**src/sv/nrp_pkg.sv**
```systemverilog
// Package with the format table and character codes of the NMEA RMC sentence parser.
`default_nettype none

package nrp_pkg;

  localparam int unsigned FmtLen = 54;
  localparam int unsigned PosW   = 6;

  localparam logic [8*FmtLen-1:0] FmtRom =
    "$GPRMC,dddtdd.ds,A,eeae.eeee,l,eeeae.eeee,o,jdk,c,dddy";

  localparam logic [7:0] SymComma = 8'h2C;
  localparam logic [7:0] SymDigit = 8'h64;
  localparam logic [7:0] SymJump  = 8'h6A;
  localparam logic [7:0] SymLong  = 8'h65;
  localparam logic [7:0] SymSixty = 8'h61;
  localparam logic [7:0] SymTime  = 8'h74;
  localparam logic [7:0] SymSecs  = 8'h73;
  localparam logic [7:0] SymLat   = 8'h6C;
  localparam logic [7:0] SymLon   = 8'h6F;
  localparam logic [7:0] SymKnots = 8'h6B;
  localparam logic [7:0] SymCourse = 8'h63;
  localparam logic [7:0] SymDate  = 8'h79;

  localparam logic [7:0] ChDollar = 8'h24;
  localparam logic [7:0] ChDot    = 8'h2E;
  localparam logic [7:0] ChNorth  = 8'h4E;
  localparam logic [7:0] ChEast   = 8'h45;
  localparam logic [7:0] ChZero   = 8'h30;

  // Entries past the end of the sentence template read as zero.
  function automatic logic [7:0] fmt_sym(input logic [PosW-1:0] pos);
    logic [7:0] sym;
    sym = 8'h00;
    if (int'(pos) < FmtLen) begin
      sym = FmtRom[8*(FmtLen-1-int'(pos)) +: 8];
    end
    return sym;
  endfunction

endpackage

`default_nettype wire

```
**src/sv/nmea_rmc_sentence_parser.sv**
```systemverilog
// Top level of the NMEA RMC sentence parser: input register, parse step and published fields.
`default_nettype none

// Takes one character per beat and returns one result beat per character carrying the
// published fix fields after that character. A character can be accepted in every
// cycle while the output is not stalled. A character is taken into the input register
// at the accepting edge, and the parse step then loads the template position,
// accumulators and fields into the result register, from which its result beat is offered.
// The rate is set by the single parse step per cycle, which reads the 54-entry format
// table and does one multiply-by-ten or multiply-by-six and add. Stalls on the output
// side hold the result and back up into the input register.
module nmea_rmc_sentence_parser import nrp_pkg::*; (
  input  wire logic               clk_i,
  input  wire logic               rst_ni,
  input  wire logic               in_valid_i,
  output logic                    in_stall_o,
  input  wire logic [7:0]         char_code_i,
  output logic                    out_valid_o,
  input  wire logic               out_stall_i,
  output logic [15:0]             fix_time_o,
  output logic [15:0]             fix_centisecs_o,
  output logic signed [31:0]      latitude_o,
  output logic signed [31:0]      longitude_o,
  output logic [15:0]             speed_knots_o,
  output logic [15:0]             course_value_o,
  output logic [15:0]             fix_date_o,
  output logic                    fix_valid_o
);

  logic            s1_valid_q;
  logic [7:0]      s1_char_q;
  logic            out_valid_q;
  logic            s2_load;
  logic            s1_load;

  logic [PosW-1:0] pos_q, pos_d, pos_base, pos_inc;
  logic [15:0]     sacc_q, sacc_d, sacc_base;
  logic [31:0]     lacc_q, lacc_d, lacc_base;
  logic [15:0]     time_q, time_d;
  logic [15:0]     csec_q, csec_d;
  logic [31:0]     lat_q, lat_d;
  logic [31:0]     lon_q, lon_d;
  logic [15:0]     knots_q, knots_d;
  logic [15:0]     course_q, course_d;
  logic [15:0]     date_q, date_d;
  logic            fix_flag_q, fix_flag_d;

  logic [7:0]      ch;
  logic [7:0]      sym;
  logic [15:0]     digit;
  logic [15:0]     short_push;
  logic [31:0]     long_ten;
  logic [31:0]     long_six;

  assign s2_load    = s1_valid_q && (!out_valid_q || !out_stall_i);
  assign s1_load    = in_valid_i && !in_stall_o;
  assign in_stall_o = s1_valid_q && !s2_load;

  always_comb begin
    ch         = s1_char_q;
    digit      = {8'h00, ch} - {8'h00, ChZero};
    pos_base   = (ch == ChDollar) ? '0 : pos_q;
    sacc_base  = (ch == ChDollar) ? '0 : sacc_q;
    lacc_base  = (ch == ChDollar) ? '0 : lacc_q;
    sym        = fmt_sym(pos_base);
    pos_inc    = pos_base + PosW'(1);
    short_push = {sacc_base[12:0], 3'b000} + {sacc_base[14:0], 1'b0} + digit;
    long_ten   = {lacc_base[28:0], 3'b000} + {lacc_base[30:0], 1'b0} + {16'h0000, digit};
    long_six   = {lacc_base[29:0], 2'b00} + {lacc_base[30:0], 1'b0} + {16'h0000, digit};

    pos_d      = pos_inc;
    sacc_d     = sacc_base;
    lacc_d     = lacc_base;
    time_d     = time_q;
    csec_d     = csec_q;
    lat_d      = lat_q;
    lon_d      = lon_q;
    knots_d    = knots_q;
    course_d   = course_q;
    date_d     = date_q;
    fix_flag_d = fix_flag_q;

    if (sym != ch) begin
      case (sym)
        SymComma: pos_d = pos_base;
        SymDigit: sacc_d = short_push;
        SymJump: begin
          if (ch != ChDot) begin
            sacc_d = short_push;
            pos_d  = pos_base;
          end
        end
        SymLong:  lacc_d = long_ten;
        SymSixty: lacc_d = long_six;
        SymTime: begin
          time_d = short_push;
          sacc_d = '0;
        end
        SymSecs: begin
          csec_d = short_push;
          sacc_d = '0;
        end
        SymLat: begin
          lat_d  = (ch == ChNorth) ? lacc_base : 32'd0 - lacc_base;
          lacc_d = '0;
        end
        SymLon: begin
          lon_d  = (ch == ChEast) ? lacc_base : 32'd0 - lacc_base;
          lacc_d = '0;
        end
        SymKnots: begin
          knots_d = short_push;
          sacc_d  = '0;
        end
        SymCourse: begin
          if (ch == SymComma) begin
            course_d = sacc_base;
            sacc_d   = '0;
            pos_d    = pos_inc + PosW'(1);
          end else if (ch == ChDot) begin
            pos_d = pos_base;
          end else begin
            sacc_d = short_push;
            pos_d  = pos_base;
          end
        end
        SymDate: begin
          date_d     = short_push;
          fix_flag_d = 1'b1;
          pos_d      = '0;
        end
        default: pos_d = '0;
      endcase
    end
  end

  always_ff @(posedge clk_i or negedge rst_ni) begin
    if (!rst_ni) begin
      s1_valid_q <= 1'b0;
      s1_char_q  <= '0;
    end else begin
      if (s1_load) begin
        s1_valid_q <= 1'b1;
        s1_char_q  <= char_code_i;
      end else if (s2_load) begin
        s1_valid_q <= 1'b0;
      end
    end
  end

  always_ff @(posedge clk_i or negedge rst_ni) begin
    if (!rst_ni) begin
      out_valid_q <= 1'b0;
      pos_q       <= '0;
      sacc_q      <= '0;
      lacc_q      <= '0;
      time_q      <= '0;
      csec_q      <= '0;
      lat_q       <= '0;
      lon_q       <= '0;
      knots_q     <= '0;
      course_q    <= '0;
      date_q      <= '0;
      fix_flag_q  <= 1'b0;
    end else begin
      if (s2_load) begin
        out_valid_q <= 1'b1;
        pos_q       <= pos_d;
        sacc_q      <= sacc_d;
        lacc_q      <= lacc_d;
        time_q      <= time_d;
        csec_q      <= csec_d;
        lat_q       <= lat_d;
        lon_q       <= lon_d;
        knots_q     <= knots_d;
        course_q    <= course_d;
        date_q      <= date_d;
        fix_flag_q  <= fix_flag_d;
      end else if (!out_stall_i) begin
        out_valid_q <= 1'b0;
      end
    end
  end

  assign out_valid_o     = out_valid_q;
  assign fix_time_o      = time_q;
  assign fix_centisecs_o = csec_q;
  assign latitude_o      = lat_q;
  assign longitude_o     = lon_q;
  assign speed_knots_o   = knots_q;
  assign course_value_o  = course_q;
  assign fix_date_o      = date_q;
  assign fix_valid_o     = fix_flag_q;

  // The fix flag is sticky.
  assert property (@(posedge clk_i) disable iff (!rst_ni) fix_flag_q |=> fix_flag_q)
    else $error("fix flag cleared");

  // Parser state moves only when a character is processed.
  assert property (@(posedge clk_i) disable iff (!rst_ni)
    !s1_valid_q |=> $stable(pos_q) && $stable(sacc_q) && $stable(lacc_q))
    else $error("parser state changed without a character");

  // An accepted character is held in the input register.
  assert property (@(posedge clk_i) disable iff (!rst_ni)
    in_valid_i && !in_stall_o |=> s1_valid_q && s1_char_q == $past(char_code_i))
    else $error("accepted character lost");

  // A processed character always produces a result beat.
  assert property (@(posedge clk_i) disable iff (!rst_ni) s2_load |=> out_valid_q)
    else $error("result beat missing");

endmodule

`default_nettype wire
```
**config.mk**
```make
export PLATFORM = sky130hd
export DESIGN_NAME = nmea_rmc_sentence_parser
export DESIGN_NICKNAME = d
export VERILOG_FILES = /design/src/sv/nrp_pkg.sv /design/src/sv/nmea_rmc_sentence_parser.sv
export SDC_FILE = /design/constraint.sdc
export NUM_CORES = 1
export LEC_CHECK = 0
export BUFFER_PORTS_ARGS = -buffer_cell sky130_fd_sc_hd__buf_4
export CORE_MARGIN = 3
export CORE_UTILIZATION = 60
export DETAILED_ROUTE_END_ITERATION = 7
export PLACE_DENSITY = 0.78
export SYNTH_ARGS = -nofsm -noshare
export SYNTH_HDL_FRONTEND = slang
export SYNTH_SLANG_ARGS = --single-unit
export TNS_END_PERCENT = 50
```
**constraint.sdc**
```tcl
create_clock -name clk_i -period 22.2 [get_ports clk_i]
set_input_delay 1.11 -clock clk_i [delete_from_list [all_inputs] [get_ports clk_i]]
set_output_delay 1.11 -clock clk_i [all_outputs]
set_load 0.02 [all_outputs]
```
* After elaboration in Yosys (flattened, before gate mapping)
Index checks and enable logic that the tools add are counted.
** Cells by class
- $add $sub $neg :: 11
- Multipliers :: 0
- Div/mod/pow operators :: 0
- Order comparisons :: 1
- Equality and inequality tests :: 20
- Shift-type cells :: 1
- Muxes and demuxes :: 21
- Bitwise gates (word level) :: 0
- Reductions and logical operators :: 19
** Operator list (count)
- 432-bit by 33-bit indexed part select with 8-bit output (first input constant) :: 1
- 32-bit two-way mux :: 4
- 8-bit by 7-bit == test with 1-bit output (second input constant) :: 13
- 32-bit case mux with 3 select lines :: 1
- 16-bit two-way mux :: 5
- 32-bit by 16-bit adder with 32-bit output :: 2
- 32-bit adder :: 2
- 16-bit case mux with 4 select lines :: 1
- 16-bit adder :: 2
- 8-bit by 6-bit == test with 1-bit output (second input constant) :: 4
- 1-bit by 32-bit subtractor with 32-bit output (first input constant) :: 1
- 6-bit two-way mux :: 4
- 6-bit case mux with 4 select lines :: 1
- 3-bit AND reduction :: 6
- 6-bit by 1-bit adder with 6-bit output (second input constant) :: 2
- 8-bit by 6-bit subtractor with 9-bit output (second input constant) :: 1
- 8-bit two-way mux :: 1
- 8-bit by 6-bit != test with 1-bit output (second input constant) :: 1
- 8-bit != test :: 1
- 8-bit OR reduction :: 1
- 6-bit by 6-bit subtractor with 7-bit output (first input constant) :: 1
- 6-bit < comparator (second input constant) :: 1
- 1-bit logical NOT :: 4
- 1-bit two-way mux :: 4
- 7 further kinds :: 9
** Word-level totals
- Register bits after elaboration :: 209
- Bits in latches :: 0
- Bits in writable memories :: 0
- ROM bits :: 0
- Input port bits :: 12
- Output and inout port bits :: 147
- Word-level logic and storage cells :: 87
- Memories :: 0

* Depth between registers and ports, before layout
Gate-level depths: netlist of the first run.
- Word-level depth :: 9
- Depth in mapped cells :: 25
- Mapped depth without buffers :: 21

* Worst setup path after synthesis of the first run
OpenSTA, ideal clock, no wires.
- Path type :: register -> register
- Start point :: register s1_char_q[4], in the netlist ch[4]
- End point :: register lacc_q[30]
- Setup time :: 0.127 ns
- Arrival :: 6.928 ns
- Path slack :: 15.145 ns
- Cell stages (with the launch flop) :: 15
- Clock period less this slack :: 7.055 ns
- Cells stage by stage :: dfrtp_1 > ha_1 > nor3_1 > fa_1 > ha_1 > or4_1 > o22ai_1 > o21ai_0 > a31o_2 > a211o_1 > a211o_1 > a21oi_1 > xor2_1 > a2bb2oi_1 > a21oi_1
** Between the ends
- Word-level cells in the longest chain between the ends :: 9
- Elaborated cells on any way between the ends :: 20
- Classes of those cells :: 6 x add/sub; 1 x order compare; 6 x eq/ne; 1 x shift; 5 x mux; 1 x reduce/logical
** Ends and longest elaborated chain
- from (decl) :: RTL line nmea_rmc_sentence_parser.sv:31 : logic [7:0] s1_char_q;
- from (signal assigned) :: RTL line nmea_rmc_sentence_parser.sv:144 : s1_char_q <= char_code_i;
- 8-bit by 6-bit == test with 1-bit output :: RTL line nmea_rmc_sentence_parser.sv:62, nmea_rmc_sentence_parser.sv:64
- 6-bit two-way mux :: RTL line nmea_rmc_sentence_parser.sv:62 : pos_base = (ch == ChDollar) ? '0 : pos_q;
- 6-bit by 6-bit subtractor with 7-bit output :: RTL line nrp_pkg.sv:36 : sym = FmtRom[8*(FmtLen-1-int'(pos)) +: 8];
- 432-bit by 33-bit indexed part select with 8-bit output :: RTL line nrp_pkg.sv:36
- 8-bit two-way mux :: RTL line nrp_pkg.sv:35 : if (int'(pos) < FmtLen) begin
- 8-bit by 7-bit == test with 1-bit output :: RTL line nmea_rmc_sentence_parser.sv:84 : case (sym)
- 2-bit OR reduction (no source line)
- 32-bit case mux with 3 select lines :: RTL line nmea_rmc_sentence_parser.sv:84
- 32-bit two-way mux (*) :: RTL line nmea_rmc_sentence_parser.sv:83 : if (sym != ch) begin
- to (signal assigned) :: RTL line nmea_rmc_sentence_parser.sv:170 : lacc_q <= lacc_d;
- to (decl) :: RTL line nmea_rmc_sentence_parser.sv:38 : logic [31:0] lacc_q, lacc_d, lacc_base;
Mark *: on every way between the ends. The rest lies on a longest branch, timed or not.
A chain may end at the register's enable or synchronous reset.

* Worst setup path in the final report of the first run
- Start point :: register s1_char_q[4], in the netlist ch[4]
- End point :: register lon_q[31], in the netlist longitude_o[31]
** Between the ends
- Word-level cells in the longest chain between the ends :: 7
- Elaborated cells on any way between the ends :: 13
- Classes of those cells :: 2 x add/sub; 1 x order compare; 4 x eq/ne; 1 x shift; 4 x mux; 1 x reduce/logical
** Ends and longest elaborated chain
- 8-bit by 6-bit == test with 1-bit output :: RTL line nmea_rmc_sentence_parser.sv:62, nmea_rmc_sentence_parser.sv:64
- 6-bit two-way mux :: RTL line nmea_rmc_sentence_parser.sv:62
- 6-bit by 6-bit subtractor with 7-bit output :: RTL line nrp_pkg.sv:36
- 432-bit by 33-bit indexed part select with 8-bit output :: RTL line nrp_pkg.sv:36
- 8-bit two-way mux :: RTL line nrp_pkg.sv:35
- 8-bit != test / 8-bit by 7-bit == test with 1-bit output (equally long branches) :: RTL line nmea_rmc_sentence_parser.sv:83, nmea_rmc_sentence_parser.sv:84
- 3-bit AND reduction (no source line)
- to (signal assigned) :: RTL line nmea_rmc_sentence_parser.sv:174 : lon_q <= lon_d;
- to (decl) :: RTL line nmea_rmc_sentence_parser.sv:42 : logic [31:0] lon_q, lon_d;
Parallel ways exist; a longest one is shown, timed or not.

==> impl_results.md, run 1 <==
- Status: finished, final reports clean
- Worst clock skew: between 0.02 and 0.03 ns
- Initial antenna violation count: 0
- Vias: between 10,000 and 15,000
- Largest net degree at the start of global routing: 86
- CP Launch Point: ch[4]
- Hold path start: fix_valid_o
- Synth Cell Area: ~0.016 mm²
- Worst setup SP type: flip-flop
- Worst-path clk slew: approximately 0.060 ns
- Rows: 60
- Syn_nets: 1,821
- CTS buffer count: 24
- First drt pass iteration count: 5
- Die width: roughly 170 µm
- Register area share after synthesis: a little under a third
- Per-cell routed wire length: between 20 and 25 µm
- Fin area: 0.0186 mm²
- Cells after Synth: between 1,500 and 2,000
- FF-to-FF setup slack: 15.09 ns
- Total GRT Usage: between 30% and 40%
- Fmax: roughly 140 MHz
- TritonCTS clock tree: built
- Most frequent cell after synthesis: dfrtp_1
- Post-Synthesis Mean Instance Area: between 10 and 15 µm²
- Postcts setup bufs: 0
- Core area: roughly 0.027 mm²
- Worst path cell trace: inv_1, ha_1, nor3b_2, nand2_2, buf_4, nand2_1, inv_1, ha_1, nor4bb_1, a22oi_2, a221o_1, a31o_2, a31oi_1, xnor2_1, nand3_1, or4_4, nand4_1, or3_2, mux2_2
- Pwr Total: approximately 2.6 mW
- Gpl congestion: approximately 0.93
- CTS resizes: 0
- Area Overhead vs Synth: 13.1%
- Clk root buf: clkbuf_16
- Buf+Inv Stages, Crit Path: 3
- Max incr delay on CP: about 0.85 ns
- I/O pin count: 159
- Max VDD drop: 0.100 mV
- Clock insertion delay at the later pin of the skew report: 0.54 ns
- Leak: ~9.4 nW
- Power Density: between 100 and 150 mW/mm²
- Slew HR: a little under a fifth
- Ys Warns: 0
- Global-route wire length before repair: 71,000 µm
- Hold Path Class: flip-flop to flip-flop
- Period utilization: 32.0%
- CP max stage cell: or3_2
- Final min period: 7.11 ns
- FF-to-FF Start: ch[4]
- DP Area: approximately 0.018 mm²
- DP Cell Count: 2,062
- Post-synth top flop: dfrtp_1
- Fraction of registers with async set/reset: 100%
- Crit path capture type: flip-flop
- Detailed Route WL: between 40,000 and 50,000 µm
- Synthesized flop and latch total: ~210
- Final Max Tran Viols: 0
- CTS Hold Bufs: 0
- Total grt overflow: 0
- Number of synthesized flops with an enable pin: 0
- TritonCTS Sinks: between 200 and 250
- Critical Path Fanout Max: 37
- Worst Path Class, Setup: flip-flop to flip-flop
- IO buf count: between 150 and 200
- Post-synth top area cell: dfrtp_1
- Count of different cell masters after synthesis: a little over 90
- CP top delay family: simple AND/OR/NAND/NOR gates
- Worst EP required: around 23 ns
- CTS max path bufs: 3
- DRC errors left: 0
- Area of the die: between 0.02 and 0.03 mm²
- RSZ-0062 raised after global routing: no
- Top cells by area, synth: dfrtp_1 (32%), ha_1 (11%), mux2_2 (7.5%)
- Final-report hold violation count: 0
- Final net count: slightly below 2,000
- Commonest cells post-synth: dfrtp_1 (209), ha_1 (142), nand2_1 (113)
- Die height: ~170 µm
- Number of routed nets with antenna violations: 0
- DP HPWL: 33,200 µm
- Final setup violation count: 0
- Initial Utilization: between 60% and 70%
- Setup TNS: 0 ns
- Layout cells sized above 1: approximately 23%
- Number of global-route vias before repair: ~13,000
- Top cell type's share of synthesized area: a little under a third
- CP arrival: around 7.5 ns
- Worst slew pin tran: between 1 and 1.5 ns
- # H-tree levels: 1
- Initial DRC count: about 1,200
- Max_cap viols: 0
- Vias per Instance: roughly 6.3
- Non-Filler Instances: ~2,100
- Ant. Diodes: 0
==> power by group <==
| part | switching (mW) | leakage, nW | internal, mW |
|---|---|---|---|
| Sequential | 0.0680 | 2.82 | 0.463 |
| Combinational | 0.995 | 6.19 | 0.700 |
| Clock | 0.163 | 0.411 | 0.252 |
==> cell usage in the layout (no fill, tap or decap), types with 16 or more instances in the layout <==
master     count
dfrtp_1      209
buf_4        172
ha_1         142
nand2_1      112
xnor2_1      112
mux2_2       110
nor2_1        89
a21oi_1       83
inv_1         73
o21ai_0       61
a22o_1        45
fa_1          42
mux2_4        40
xor2_1        38
nand3_1       29
a21o_1        29
o22ai_1       25
clkbuf_16     24
and2_1        23
nor3_1        23
nand2b_1      18
a31oi_1       18
and3_1        16
==> per-layer routing <==
metal  GRT usage, %  part of all wire, %
met5              0                    0
met4           6.75                  2.1
met3           4.09                  5.8
met2           50.5                   48
met1           41.6                   44
==> layout make-up <==
cell class                 instances  area (µm²)
clock inverter                    10         148
clock buffer                      33         684
fill                            2045        8320
sequential                       209        5230
timing repair buffer             173        1310
multi-input combinational       1266       10600
tap                              341         427
inverter                          73         274
==> path summary, 6_finish.rpt <==
kind	to	depth (start not counted)
setup reg to reg	longitude_o[31]	19
hold reg to reg	fix_valid_o	1
hold / removal	fix_valid_o	1
setup / recovery	longitude_o[31]	19
min in group asynchronous	latitude_o[16]	1
max in group asynchronous	fix_date_o[3]	3
==> through the flow <==
stage          utilization (%)  hold slack [ns]  setup WS, ns
2_1_floorplan                -            0.458         15.15
3_3_place_gp              66.0            0.456         15.31
3_5_place_dp              66.0            0.461         15.21
4_1_cts                   69.1            0.480         15.16
5_1_grt                   69.1            0.501         14.64
6_report                  69.1            0.476         15.09
==> sequential cells by signal (all words and copies together) (netlist names), 6 cells and up <==
signal / flops
fix_time_o: 16
fix_date_o: 16
lacc_q: 32
fix_centisecs_o: 16
longitude_o: 32
latitude_o: 32
sacc_q: 16
course_value_o: 16
ch: 8
speed_knots_o: 16
pos_q: 6
==> logic make-up after synthesis <==
| logic type | Yosys count | share of synthesized area, % |
|---|---|---|
| AO/OA/AOI/OAI | 391 | 16.8 |
| XOR/XNOR | 150 | 7.98 |
| adder cells (fa/ha/maj) | 184 | 15.9 |
| buffers and inverters | 150 | 4.21 |
| flip-flops | 209 | 31.8 |
| multiplexers | 154 | 11.4 |
| AND/OR/NAND/NOR | 387 | 11.9 |
==> worst reg2reg max path, stage by stage, from the launching register on <==
cell,delay (ns)
dfrtp_1,0.42
inv_1,0.18
ha_1,0.26
nor3b_2,0.23
nand2_2,0.10
buf_4,0.39
nand2_1,0.19
inv_1,0.18
ha_1,0.76
nor4bb_1,0.47
a22oi_2,0.17
a221o_1,0.37
a31o_2,0.20
a31oi_1,0.71
xnor2_1,0.20
nand3_1,0.09
or4_4,0.52
nand4_1,0.22
or3_2,0.85
mux2_2,0.45
Power figures use the tool's default switching activity.
==> run 2: changes to the inputs <==
--- a/config.mk
+++ b/config.mk
@@ -7,9 +7,9 @@
 export LEC_CHECK = 0
 export BUFFER_PORTS_ARGS = -buffer_cell sky130_fd_sc_hd__buf_4
 export CORE_MARGIN = 3
-export CORE_UTILIZATION = 60
+export CORE_UTILIZATION = 55
 export DETAILED_ROUTE_END_ITERATION = 7
-export PLACE_DENSITY = 0.78
+export PLACE_DENSITY = 0.75
 export SYNTH_ARGS = -nofsm -noshare
 export SYNTH_HDL_FRONTEND = slang
 export SYNTH_SLANG_ARGS = --single-unit
==> constraint.sdc (replaced) <==
create_clock -name clk_i -period 5.7 [get_ports clk_i]
set_input_delay 0.285 -clock clk_i [delete_from_list [all_inputs] [get_ports clk_i]]
set_output_delay 0.285 -clock clk_i [all_outputs]
set_load 0.02 [all_outputs]
==> impl_results.md, run 2 (synthesis results as in run 1) <==
- CP arrival: 5.69 ns (-1.82 ns)
- Most common library cell in the layout ignoring fill and taps: dfrtp_1
- Worst clock skew: 0.0207 ns (-0.00617 ns)
- Clock insertion delay at the later pin of the skew report: 0.53 ns (about the same)
- Area Overhead vs Synth: 16.2%
- CTS buffer count: 25 (+4.2%)
- Most frequent cells in the layout: dfrtp_1 (209), buf_4 (208), ha_1 (141), xnor2_1 (112), nand2_1 (111)
- Crit path capture type: flip-flop
- Largest net degree at the start of global routing: 107 (+24%)
- Global-route wire length before repair: 73,100 µm (+3.0%)
- Status: finished, final reports clean
- IO buf count: 158 (unchanged)
- Leak: 9.66 nW (+2.5%)
- Initial Utilization: 56.6% (-4.5 points)
- Hold Path Class: primary input to flip-flop
- TritonCTS Sinks: 209 (unchanged)
- Clk root buf: clkbuf_16
- Die height: 179 µm (+4.3%)
- Final Max Tran Viols: 0 (unchanged)
- Number of routed nets with antenna violations: 0 (unchanged)
- Fmax: 189 MHz (+35%)
- I/O pin count: 159 (unchanged)
- Vias: 13,585 (+2.3%)
- Period utilization: 92.7% (+61 points)
- Worst-path clk slew: 0.06 ns (about the same)
- Final min period: 5.28 ns (-1.83 ns)
- Per-cell routed wire length: 20.6 µm (-4.1%)
- Core area: 0.0291 mm² (+7.9%)
- Worst path cell trace: inv_1, ha_1, nor3b_2, nand2_2, nand2_1, inv_1, ha_2, nor4bb_1, a22oi_2, and2_1, a221oi_1, o2111ai_4, nor2_2, xor2_1, or4_4, nand4_1, nor2_4, mux2_2
- WHS: 0.0245 ns (-0.452 ns)
- Slew HR: 17.9% (-0.49 points)
- Final setup violation count: 0 (unchanged)
- Worst EP required: 6.11 ns (-16.49 ns)
- First drt pass iteration count: 5 (unchanged)
- Most frequent CP cell: inv_1
- Layout cells sized above 1: 24.6% (+2.0 points)
- Fill cells: 2,305 (+13%)
- Ant. Diodes: 0 (unchanged)
- CTS max path bufs: 3 (unchanged)
- Detailed Route WL: 45,200 µm (+0.20%)
- Initial antenna violation count: 0 (unchanged)
- Worst setup SP type: flip-flop
- Total grt overflow: 0 (unchanged)
- Vias per Instance: 6.18 (-2.1%)
- Setup TNS: 0 ns (unchanged)
- # H-tree levels: 1 (unchanged)
- TritonCTS clock tree: built
- DRC errors left: 0 (unchanged)
- RSZ-0062 raised after global routing: no
- Register area: 0.00523 mm² (unchanged)
- Rows: 62 (+3.3%)
- Worst Path Class, Setup: flip-flop to flip-flop
- Max_cap viols: 0 (unchanged)
- DP HPWL: 33,800 µm (+1.8%)
- Total GRT Usage: 28.4% (-1.6 points)
- Max VDD drop: 0.306 mV (+210%)
- Final-report hold violation count: 0 (unchanged)
- Number of global-route vias before repair: 13,309 (+1.4%)
- Critical Path Fanout Max: 32 (-14%)
- Max incr delay on CP: 0.89 ns (+0.04 ns)
- Die width: 179 µm (+4.3%)
- Gpl congestion: 0.956 (+2.5%)
- CP max stage cell: nor2_4
- Area of the die: 0.0321 mm² (+8.8%)
- Multi-input gate area: 0.0106 mm² (+0.14%)
- Initial DRC count: 1,233 (+1.6%)
- Worst slew pin tran: 1.23 ns (+0.00727 ns)
- Power Density: 535 mW/mm² (+280%)
- Final net count: 1,995 (+2.7%)
[run 2: worst max-delay path, delay by kind of cell, from the launching register on]
family / cells / cell delay (ns)
AOI/OAI and AO/OA: 3 / 0.80
and+or+nand+nor: 9 / 2.45
muxes: 1 / 0.43
adders and majority gates: 2 / 0.63
xor gates and xnor gates: 1 / 0.18
DFF: 1 / 0.42
buffers and inverters: 2 / 0.23
[run 2: routing by layer]
layer,share of wire [%],global-route usage (%)
met5,0,0
met4,2.1,6.95
met1,44,41.6
met3,7.5,4.07
met2,46,44.6
[run 2: metrics by stage]
| stage | cell area, µm² | power (mW) | worst slack, ns | std cells | util (%) |
|---|---|---|---|---|---|
| floorplan | 16500 | 6.76 | 0.0519 | 1625 | - |
| global placement | 18200 | 8.41 | 0.490 | 2148 | 62.7 |
| detailed placement | 18200 | 8.56 | 0.192 | 2148 | 62.7 |
| CTS | 19100 | 10.2 | 0.176 | 2198 | 65.7 |
| global route | 19100 | 11.0 | 0.0467 | 2199 | 65.8 |
| finish | 19100 | 10.2 | 0.418 | 2199 | 65.8 |
[run 2: worst paths after layout]
check                                from                end  slack [ns]  cells after the start
max                                 ch[4]     latitude_o[21]        0.42                     18
min                        char_code_i[3]              ch[3]        0.02                      2
max reg2reg                         ch[4]     latitude_o[21]        0.42                     18
min reg2reg                   fix_valid_o        fix_valid_o        0.47                      1
max in group asynchronous          rst_ni  speed_knots_o[14]        4.17                      3
min in group asynchronous          rst_ni     latitude_o[25]        0.42                      2
[run 2: final cells by class]
class                           instances  share of cell area (%)
Clock inverter                          6                   0.334
Clock buffer                           37                    3.82
Timing Repair Buffer                  224                    9.29
Multi-Input combinational cell       1266                    55.3
Tap cell                              384                    2.51
Sequential cell                       209                    27.3
Inverter                               73                    1.43
[run 2: timing repair]
action	CTS	global route
hold buffers	7	1
resized for setup	0	9
setup endpoints to repair	0	36
hold endpoints to repair	111	1
setup buffers	0	0
[run 2: power by group]
group / switching (mW) / internal [mW] / total [mW] / leakage (nW)
Clock: 0.647 / 0.927 / 1.57 / 0.385
Combinational: 3.84 / 2.78 / 6.62 / 6.45
Sequential: 0.245 / 1.80 / 2.04 / 2.82
